[src/rtl/fomm_pkg.sv]
// Shared types, widths and constants of the field-oriented mecanum mixer.
// Holds the arctangent table used by the rotation cells.
// No dependencies.
package fomm_pkg;

   // Field and datapath widths
   localparam int VEL_W     = 16;               // Q4.11 velocity fields
   localparam int ANG_W     = 16;               // Q3.12 heading angle
   localparam int LEVER_W   = 16;               // Q0.16 wheel lever
   localparam int WHEEL_W   = 18;               // saturated wheel speed
   localparam int WRAP_W    = ANG_W + 1;        // negated angle, exact for -min
   localparam int XY_W      = 27;               // rotation x/y, Q.24
   localparam int Z_W       = 28;               // residual angle, Q.24
   localparam int PROD_W    = XY_W + VEL_W;     // one cos/sin product
   localparam int PSUM_W    = PROD_W + 1;       // sum of two products
   localparam int ROT_W     = 18;               // rotated velocity, Q6.11
   localparam int YAW_W     = VEL_W + LEVER_W + 1;
   localparam int W_W       = VEL_W + 1;        // yaw term after rounding
   localparam int MIX_W     = 20;               // wheel sum before clamping
   localparam int FRAC_SH   = 24;               // Q.35 -> Q.11

   // Stage count limits
   localparam int MAX_STAGES          = 24;
   localparam int ROTATION_STAGES_DEF = 16;

   // Angle constants
   localparam logic signed [WRAP_W-1:0] PI_Q12       = 17'sd12868;
   localparam logic signed [WRAP_W-1:0] TWO_PI_Q12   = 17'sd25736;
   // Largest Q3.12 angle whose Q.24 value is still within +-pi/2
   localparam logic signed [WRAP_W-1:0] HALF_PI_LIM  = 17'sd6433;
   localparam logic signed [Z_W-1:0]    PI_Q24       = 28'sd52707179;
   localparam logic signed [XY_W-1:0]   GAIN_Q24     = 27'sd10188014;
   localparam logic signed [PSUM_W-1:0] ROUND_HALF   = PSUM_W'(64'sd1 <<< (FRAC_SH - 1));
   localparam logic signed [YAW_W-1:0]  YAW_HALF     = YAW_W'(64'sd1 <<< (LEVER_W - 1));

   // Output limits
   localparam logic signed [MIX_W-1:0] OUT_MAX = 20'sd131071;
   localparam logic signed [MIX_W-1:0] OUT_MIN = -20'sd131072;

   // Command payload carried alongside the rotation
   typedef struct packed {
      logic signed [VEL_W-1:0] vel_x;
      logic signed [VEL_W-1:0] vel_y;
      logic signed [VEL_W-1:0] yaw_rate;
      logic                    spin_mode;
      logic                    flip;       // angle folded by pi, negate cos/sin
   } fomm_cmd_type;

   // Rotation state handed from cell to cell
   typedef struct packed {
      logic signed [XY_W-1:0] x;
      logic signed [XY_W-1:0] y;
      logic signed [Z_W-1:0]  z;
   } fomm_rot_type;

   // Result bundle
   typedef struct packed {
      logic signed [WHEEL_W-1:0] wheel_a_speed;
      logic signed [WHEEL_W-1:0] wheel_b_speed;
      logic signed [WHEEL_W-1:0] wheel_c_speed;
      logic signed [WHEEL_W-1:0] wheel_d_speed;
      logic                      clipped;
   } fomm_rsp_type;

   // atan(2^-i) in Q.24
   function automatic logic signed [Z_W-1:0] atan_q24(input int unsigned idx);
      case (idx)
         0: return 28'sd13176795;
         1: return 28'sd7778716;
         2: return 28'sd4110060;
         3: return 28'sd2086331;
         4: return 28'sd1047214;
         5: return 28'sd524117;
         6: return 28'sd262123;
         7: return 28'sd131069;
         8: return 28'sd65536;
         9: return 28'sd32768;
         10: return 28'sd16384;
         11: return 28'sd8192;
         12: return 28'sd4096;
         13: return 28'sd2048;
         14: return 28'sd1024;
         15: return 28'sd512;
         16: return 28'sd256;
         17: return 28'sd128;
         18: return 28'sd64;
         19: return 28'sd32;
         20: return 28'sd16;
         21: return 28'sd8;
         22: return 28'sd4;
         23: return 28'sd2;
         default: return '0;
      endcase
   endfunction

endpackage

[src/rtl/fomm_prep.sv]
// Input stage: negates and wraps the heading, folds it into +-pi/2 and
// seeds the rotation state. Depends on fomm_pkg.
module fomm_prep (
   input  logic                         clock,
   input  logic                         reset,
   input  logic                         accept,
   input  logic signed [15:0]           vel_x,
   input  logic signed [15:0]           vel_y,
   input  logic signed [15:0]           yaw_rate,
   input  logic signed [15:0]           heading_angle,
   input  logic                         spin_mode,
   output logic                         valid_o,
   output fomm_pkg::fomm_rot_type       rot_o,
   output fomm_pkg::fomm_cmd_type       cmd_o
);
   import fomm_pkg::*;

   logic signed [WRAP_W-1:0] neg_ang;
   logic signed [WRAP_W-1:0] wrap_ang;
   logic signed [Z_W-1:0]    z_scaled;
   logic                     valid_ff, valid_in;
   fomm_rot_type             rot_ff, rot_in;
   fomm_cmd_type             cmd_ff, cmd_in;

   // Negate at 17 bits, then one wrap step brings it into [-pi, pi]
   always_comb begin
      neg_ang = WRAP_W'(0) - WRAP_W'(heading_angle);
      if (neg_ang > PI_Q12) begin
         wrap_ang = neg_ang - TWO_PI_Q12;
      end else if (neg_ang < -PI_Q12) begin
         wrap_ang = neg_ang + TWO_PI_Q12;
      end else begin
         wrap_ang = neg_ang;
      end
      z_scaled = Z_W'(wrap_ang) <<< 12;
   end

   // Fold beyond +-pi/2 and seed the rotation
   always_comb begin
      valid_in       = accept;
      rot_in.x       = GAIN_Q24;
      rot_in.y       = '0;
      cmd_in.vel_x     = vel_x;
      cmd_in.vel_y     = vel_y;
      cmd_in.yaw_rate  = yaw_rate;
      cmd_in.spin_mode = spin_mode;
      if (wrap_ang > HALF_PI_LIM) begin
         rot_in.z    = z_scaled - PI_Q24;
         cmd_in.flip = 1'b1;
      end else if (wrap_ang < -HALF_PI_LIM) begin
         rot_in.z    = z_scaled + PI_Q24;
         cmd_in.flip = 1'b1;
      end else begin
         rot_in.z    = z_scaled;
         cmd_in.flip = 1'b0;
      end
   end

   always_ff @(posedge clock) begin
      if (reset) begin
         valid_ff <= 1'b0;
      end else begin
         valid_ff <= valid_in;
      end
   end

   always_ff @(posedge clock) begin
      rot_ff <= rot_in;
      cmd_ff <= cmd_in;
   end

   assign valid_o = valid_ff;
   assign rot_o   = rot_ff;
   assign cmd_o   = cmd_ff;

endmodule

[config.mk]
export PLATFORM = sky130hd
export DESIGN_NAME = fomm_prep
export DESIGN_NICKNAME = d
export VERILOG_FILES = /design/src/rtl/fomm_pkg.sv /design/src/rtl/fomm_prep.sv
export SDC_FILE = /design/constraint.sdc
export NUM_CORES = 1
export LEC_CHECK = 0
export BUFFER_PORTS_ARGS = -buffer_cell sky130_fd_sc_hd__buf_4
export CAP_MARGIN = 10
export CORE_MARGIN = 5
export CORE_UTILIZATION = 48
export CTS_CLUSTER_DIAMETER = 60
export DETAILED_ROUTE_END_ITERATION = 10
export PLACE_DENSITY = 0.81
export SYNTH_ARGS = -nofsm -noshare
export SYNTH_HDL_FRONTEND = slang
export SYNTH_SLANG_ARGS = --single-unit
[constraint.sdc]
create_clock -name clock -period 7 [get_ports clock]
set_input_delay 1.4 -clock clock [delete_from_list [all_inputs] [get_ports clock]]
set_output_delay 1.4 -clock clock [all_outputs]
set_load 0.005 [all_outputs]
==> impl_summary.txt, run 1 <==
----------------------------------------------------
[Global routing]
  Pin count of the biggest net entering global routing ... 19
  Via count of the first global-routing pass ... 4065
  Initial antenna violation count ... 0
  Aggregate global routing overflow ... 0
  Global-route usage over all layers ... 22.84%
  Wire length of the first global-routing pass ... roughly 21000 um

[Pwr]
  Switching power as a share of total power ... 29.11%
  Logic gate share of total power ... approximately 30%
  Peak supply drop ... around 0.00011 V
  Static leakage ... about 2.5 nW
  Sequential cell fraction of total power ... 38.1%
  Share of total power in the clock network ... 31.9%
  Total power ... 1.192 mW
  Pwr dens ... between 200 and 250 nW/um2
  Internal power of the cells ... 0.8449 mW
  Sw Pwr ... 0.3470 mW

[Logic synthesis]
  Ys flop type ... sky130_fd_sc_hd__dfxtp_1
  Sequential cell area fraction in the yosys report ... 30.35%
  Count of synthesis-stage warnings from yosys ... 0
  Distinct cells, synth ... slightly above 80
  Synthesized area ... 4551 um2
  Synth Register Bits ... 69
  Post-Synthesis Cells ... approximately 530
  Asr flop ratio synth ... 0%
  Average instance area after synthesis ... 8.554 um2
  EDFF count, synth ... 0

[Die]
  Core Box Area ... 9240 um2
  Die X-Extent ... between 100 and 150 um
  Die Area ... about 12000 um2
  Chip Height ... 107.4 um
  Top-Level Pins ... ~200
  Initial Util ... 49.25%
  Count of standard-cell rows ... 35

[Clock tree]
  Post-CTS sizing ... 0
  Clock tree sinks ... 69
  Hold Buf Count CTS ... 0
  Clock-pin slew of the registers on the worst-case setup and hold paths ... ~0.08 ns
  H-Tree Depth ... 3
  Post-CTS setup buffers ... 0
  Clock tree from TritonCTS ... done
  Maximum buffer depth of the clock tree ... 2
  CTS buffer count ... 9
  Master cell of the clock root buffer ... sky130_fd_sc_hd__clkbuf_8

[Detailed routing]
  Remaining antenna violation count ... 0
  Number of vias in the routed layout ... 4440
  DRT Pass-1 Iters ... 5
  Ratio of routed vias to standard cells ... 5.627
  DRC violation count after routing ... 0
  Initial detailed-routing violation count ... 409
  Uppermost routed layer ... met4
  Routed length on met2 ... approximately 6900 um
  Post-detailed-route wirelength per cell ... 17.37 um
  M1 WL ... 5366 um
  Met3 wire len ... 1160 um
  Total wire length after detailed routing ... 13700 um

[Min path]
  Tightest Hold Check Type ... input pin to flop

[Setup path]
  Highest fanout seen on the critical path ... 11
  Startpoint-to-endpoint class of the critical path ... input pin to flop
  Slowest stage delay, CP ... 0.54 ns
  Largest delay share family, worst path ... simple AND/OR/NAND/NOR gates
  Chain of cells forming the critical path ... buf_4 -> inv_1 -> ha_1 -> or3b_1 -> xnor2_1 -> ha_1 -> or3b_2 -> o2111ai_1 -> nor3_1 -> o311a_1 -> o211ai_2 -> nand3_1 -> xnor2_1 -> ha_1 -> nand2_1 -> nor4b_1 -> o311ai_1 -> a211o_2 -> nand2_4 -> inv_2 -> o2bb2ai_1 -> xnor2_1
  Setup crit end kind ... flop
  Arrival time at the worst endpoint ... about 6.4 ns
  Worst-path cell with the longest stage delay ... sky130_fd_sc_hd__or3b_1
  Element type at the critical path start ... input pin
  Required time at the endpoint of the critical path ... 7.21 ns
  Count of buffer and inverter cells on the critical path ... 3

[Timing]
  Max-slew headroom at the worst pin ... 27.38%
  Hold Violations, Final ... 0
  Final Critical Period ... 6.169 ns
  Fmax ... roughly 160 MHz
  Actual slew at the worst max-slew pin ... 1.089 ns
  Total Neg Setup Slack ... 0 ns
  RSZ-0062 raised after global routing ... false
  Final period utilization ... approximately 88%
  Total of endpoints with negative setup slack in the final report ... 0
  Final-report max-slew violation count ... 0

[Layout]
  Inserted Diodes ... 0
  Area used by multi-input combinational logic ... approximately 2700 um2
  Reg area ... 1381 um2
  Core utilization of the finished layout ... 61.50%
  Area grow syn2layout ... 24.88%
  # fillers ... 811
  Layout cells sized above 1 ... 31.06%
  Most frequent cells in the layout ... sky130_fd_sc_hd__buf_4 (153), sky130_fd_sc_hd__dfxtp_1 (69), sky130_fd_sc_hd__conb_1 (54)
  Commonest non-fill, non-tap cell in the layout ... sky130_fd_sc_hd__buf_4
  Count of nets after finishing ... 732
  Layout Cells excl Fill ... 789

[Placement]
  Final estimated routing congestion in global placement ... 0.9243
  Port-buffer cells ... roughly 150
  Placed cells ... 773
  Detail Placement HPWL ... 10900 um

[Job]
  Number of maximum-capacitance constraint violations ... 0

[Status]
  Outcome ... completed

----------------------------------------------------
[worst paths after layout]
path / from / to / cells after the start
worst max-delay path: heading_angle[1] / rot_o[16]$_DFF_P_ / 22
worst min-delay path: vel_x[15] / cmd_o[49]$_DFF_P_ / 1
[through the flow]
| step | hold slack (ns) | setup WS, ns | area, um2 |
|---|---|---|---|
| 2_1_floorplan | 1.428 | 0.9439 | 4746 |
| 3_3_place_gp | 1.505 | 0.7817 | 5439 |
| 3_5_place_dp | 1.506 | 0.5718 | 5439 |
| 4_1_cts | 1.155 | 0.9256 | 5683 |
| 5_1_grt | 1.143 | 0.4089 | 5683 |
| 6_report | 1.170 | 0.8306 | 5683 |
[per-layer routing]
metal / up-vias / GRT usage (%)
met1: 2094 / 28.17
li1: 2075 / -
met4: 0 / 6.583
met3: 23 / 3.899
met2: 248 / 40.71
met5: - / 0
[logic make-up after synthesis]
group           count (synthesis)  share of synthesized area (%)
xor+xnor                       36                          7.424
simple gates                  181                          22.71
compound gates                128                          21.86
flops                          69                          30.35
buf+inv                       106                          14.79
mux                             1                         0.2200
fa+ha+maj                       9                          2.475
other cells                     2                         0.1650
[power by group through the flow]
| stage | registers (mW) | logic, mW | clock network [mW] |
|---|---|---|---|
| finish | 0.454 | 0.358 | 0.380 |
| global route | 0.458 | 0.389 | 0.407 |
| floorplan | 0.466 | 0.221 | 0 |
| global placement | 0.461 | 0.348 | 0 |
| CTS | 0.454 | 0.354 | 0.391 |
| detailed placement | 0.463 | 0.352 | 0 |
[state kept, by name (all words and copies together), names as in the netlist]
| signal | flops |
|---|---|
| valid_o | 1 |
| cmd_o | 49 |
| rot_o | 19 |
[layout make-up]
| type | instances | share of cell area (%) |
|---|---|---|
| inverter | 13 | 0.8587 |
| timing repair buffer | 153 | 20.21 |
| sequential | 69 | 24.31 |
| multi-input combinational | 409 | 47.49 |
| clock buffer | 9 | 2.180 |
| tap | 129 | 2.840 |
| clock inverter | 7 | 2.114 |
[synth_stat cells (4+ instances only)]
library cell / instances / area, um2
sky130_fd_sc_hd__and3_1: 11 / 68.82
sky130_fd_sc_hd__buf_2: 9 / 45.04
sky130_fd_sc_hd__o22ai_1: 7 / 43.79
sky130_fd_sc_hd__o21ai_0: 18 / 90.09
sky130_fd_sc_hd__or4_1: 7 / 52.55
sky130_fd_sc_hd__nor4_2: 4 / 50.05
sky130_fd_sc_hd__o31ai_1: 9 / 67.56
sky130_fd_sc_hd__or3_1: 8 / 50.05
sky130_fd_sc_hd__nand4_1: 14 / 87.58
sky130_fd_sc_hd__dfxtp_1: 69 / 1381
sky130_fd_sc_hd__nand3_1: 18 / 90.09
sky130_fd_sc_hd__nor2_1: 30 / 112.6
sky130_fd_sc_hd__o211ai_1: 7 / 52.55
sky130_fd_sc_hd__nand2_1: 25 / 93.84
sky130_fd_sc_hd__a21oi_1: 13 / 65.06
sky130_fd_sc_hd__clkbuf_1: 13 / 48.80
sky130_fd_sc_hd__nand2b_1: 12 / 75.07
sky130_fd_sc_hd__nor3_1: 13 / 65.06
sky130_fd_sc_hd__and2_1: 8 / 50.05
sky130_fd_sc_hd__inv_1: 12 / 45.04
sky130_fd_sc_hd__a31o_2: 4 / 35.03
sky130_fd_sc_hd__buf_4: 66 / 495.5
sky130_fd_sc_hd__xor2_1: 11 / 96.34
sky130_fd_sc_hd__ha_1: 9 / 112.6
sky130_fd_sc_hd__a31oi_1: 6 / 37.54
sky130_fd_sc_hd__nor4_1: 5 / 31.28
sky130_fd_sc_hd__a211oi_1: 7 / 52.55
sky130_fd_sc_hd__o21a_1: 5 / 37.54
sky130_fd_sc_hd__nor2b_1: 4 / 25.02
sky130_fd_sc_hd__xnor2_1: 22 / 192.7
sky130_fd_sc_hd__o311a_1: 5 / 50.05
No activity file was read; power rests on OpenSTA's default activity.
==> run 2: changes to the inputs <==
Settings changed: CORE_ASPECT_RATIO from default to 0.75, GPL_TIMING_DRIVEN from default to 0.
==> impl_summary.txt, run 2 (synthesis results as in run 1) <==
----------------------------------------------------
[Setup path]
  Worst path most repeated cell ... sky130_fd_sc_hd__ha_1
  Slowest stage delay, CP ... roughly 0.48 ns
  Element type at the critical path start ... input pin
  Chain of cells forming the critical path ... buf_4 -> clkbuf_1 -> inv_1 -> ha_1 -> or3b_4 -> xnor2_2 -> ha_1 -> or3b_2 -> o2111ai_1 -> nor3_1 -> o311a_1 -> o211ai_2 -> buf_4 -> nand3_1 -> xnor2_1 -> ha_1 -> nand2_1 -> nor4b_1 -> o311ai_1 -> a211o_2 -> nand2_4 -> inv_2 -> o2bb2ai_1 -> xnor2_1
  Required time at the endpoint of the critical path ... 7.21 ns
  Highest fanout seen on the critical path ... 11
  Setup crit end kind ... flop
  Startpoint-to-endpoint class of the critical path ... input pin to flop
  Worst-path cell with the longest stage delay ... sky130_fd_sc_hd__or3b_4
  Arrival time at the worst endpoint ... 6.94 ns

[Clock tree]
  Hold Buf Count CTS ... 0
  Clock-pin slew of the registers on the worst-case setup and hold paths ... approximately 0.070 ns
  Maximum buffer depth of the clock tree ... 2
  Master cell of the clock root buffer ... sky130_fd_sc_hd__clkbuf_16
  H-Tree Depth ... 3
  Clock tree from TritonCTS ... done
  CTS buffer count ... 9
  Clock tree sinks ... slightly below 70

[Min path]
  Tightest Hold Check Type ... input pin to flop

[Pwr]
  Share of total power in the clock network ... 36.8%
  Pwr dens ... 216.7 nW/um2
  Sequential cell fraction of total power ... 33.4%
  Logic gate share of total power ... between 20 and 30%
  Static leakage ... 2.877 nW
  Sw Pwr ... 0.4067 mW
  Total power ... roughly 1.4 mW
  Internal power of the cells ... 0.9556 mW
  Switching power as a share of total power ... 29.85%
  Peak supply drop ... around 0.00013 V

[Global routing]
  Global routing usage on met3 ... 4.816%
  GRT Max-Usage Layer ... met2
  Wire length of the first global-routing pass ... 22780 um
  Global-route usage over all layers ... 24.77%
  Pin count of the biggest net entering global routing ... 15
  Aggregate global routing overflow ... 0
  Met1 Track Usage GR ... between 30% and 40%
  Global routing usage on met2 ... 39.87%
  Via count of the first global-routing pass ... 4373
  Initial antenna violation count ... 0

[Layout]
  Layout cells sized above 1 ... 36.59%
  Inserted Diodes ... 0
  Number of flip-flops in the largest register ... 49
  Area grow syn2layout ... 38.16%
  Most frequent cells in the layout ... sky130_fd_sc_hd__buf_4 (205), sky130_fd_sc_hd__dfxtp_1 (69), sky130_fd_sc_hd__conb_1 (54)
  Layout Cells excl Fill ... 866
  Commonest non-fill, non-tap cell in the layout ... sky130_fd_sc_hd__buf_4
  Count of nets after finishing ... 810
  Layout Cell Area excl Fill ... about 6300 um2
  Core utilization of the finished layout ... 68.65%
  # fillers ... between 700 and 800

[Timing]
  Final Critical Period ... 6.723 ns
  RSZ-0062 raised after global routing ... false
  Total of endpoints with negative setup slack in the final report ... 0
  Total Neg Setup Slack ... 0 ns
  Hold slack final ... between 1 and 1.5 ns
  Least setup slack across all paths after layout ... between 0.2 and 0.3 ns
  Final-report max-slew violation count ... 0
  Hold Violations, Final ... 0
  Final period utilization ... 96.04%
  Max-slew headroom at the worst pin ... 28.73%
  Actual slew at the worst max-slew pin ... 1.066 ns
  Fmax ... 148.7 MHz

[Placement]
  Total placed instance area ... 5949 um2
  Port-buffer cells ... 139
  Final estimated routing congestion in global placement ... 0.9620
  Detail Placement HPWL ... 11740 um
  Placed cells ... between 800 and 900
  Worst slack after detailed placement ... -0.2262 ns

[Status]
  Outcome ... completed

[Die]
  Count of standard-cell rows ... 30
  Die X-Extent ... 122.4 um
  Chip Height ... 94.33 um
  Core Box Area ... 9159 um2
  Initial Util ... 49.69%
  Top-Level Pins ... between 200 and 250
  Die Area ... 11550 um2

[Job]
  Number of maximum-capacitance constraint violations ... 0

[Detailed routing]
  DRT Pass-1 Iters ... 5
  Initial detailed-routing violation count ... 575
  Number of vias in the routed layout ... 4796
  Post-detailed-route wirelength per cell ... 17.41 um
  DRC violation count after routing ... 0
  Ratio of routed vias to standard cells ... 5.538
  Total wire length after detailed routing ... 15080 um
  Remaining antenna violation count ... 0

----------------------------------------------------
## run 2: changes by cell type in the layout (fill, tap and decap cells not counted), moves of 2 or more
cell	before	now
sky130_fd_sc_hd__buf_6	0	2
sky130_fd_sc_hd__clkbuf_16	0	9
sky130_fd_sc_hd__buf_1	0	2
sky130_fd_sc_hd__clkbuf_8	9	0
sky130_fd_sc_hd__clkbuf_1	0	12
sky130_fd_sc_hd__buf_2	0	9
sky130_fd_sc_hd__clkinv_4	0	2
sky130_fd_sc_hd__buf_4	153	205
## run 2: final cells by class
cell class              instances  area (um2)  share of cell area (%)
repair buffers                139        1044                   16.60
well taps                     128       160.2                   2.547
flip-flops and latches         69        1381                   21.97
plain buffers                  92       620.6                   9.871
multi-input cells             409        2701                   42.97
clock inverters                 7       106.4                   1.692
inverters                      13       48.80                  0.7761
clock buffers                   9       225.2                   3.582
## run 2: path summary, 6_finish.rpt
kind        startpoint  slack (ns)                 to  cells past startpoint
min       yaw_rate[15]        1.16  cmd_o[17]$_DFF_P_                      1
max   heading_angle[0]        0.28  rot_o[16]$_DFF_P_                     24
## run 2: what timing repair did
action	in CTS	in global routing
endpoints found under the setup margin	0	16
setup buffers	0	0
resized for setup	0	2
## run 2: power groups by stage
stage	clock (mW)	sequential, mW	combinational (mW)
after floorplan	0	0.466	0.221
after global placement	0	0.461	0.381
after detailed placement	0	0.463	0.392
after CTS	0.511	0.456	0.396
after global routing	0.534	0.460	0.436
final	0.502	0.455	0.405
## run 2: metal layers
| layer | routed length [um] | vias up |
|---|---|---|
| met5 | 0 | - |
| met3 | 1559 | 32 |
| met1 | 6156 | 2206 |
| met4 | 269 | 0 |
| li1 | - | 2241 |
| met2 | 7092 | 317 |
## run 2: worst max-delay path: cells and delay by family
family | cells | cell delay [ns]
simple gates | 7 | 1.71
fa+ha+maj | 3 | 0.62
buf+inv | 5 | 0.83
compound gates | 6 | 1.66
xor+xnor | 3 | 0.67
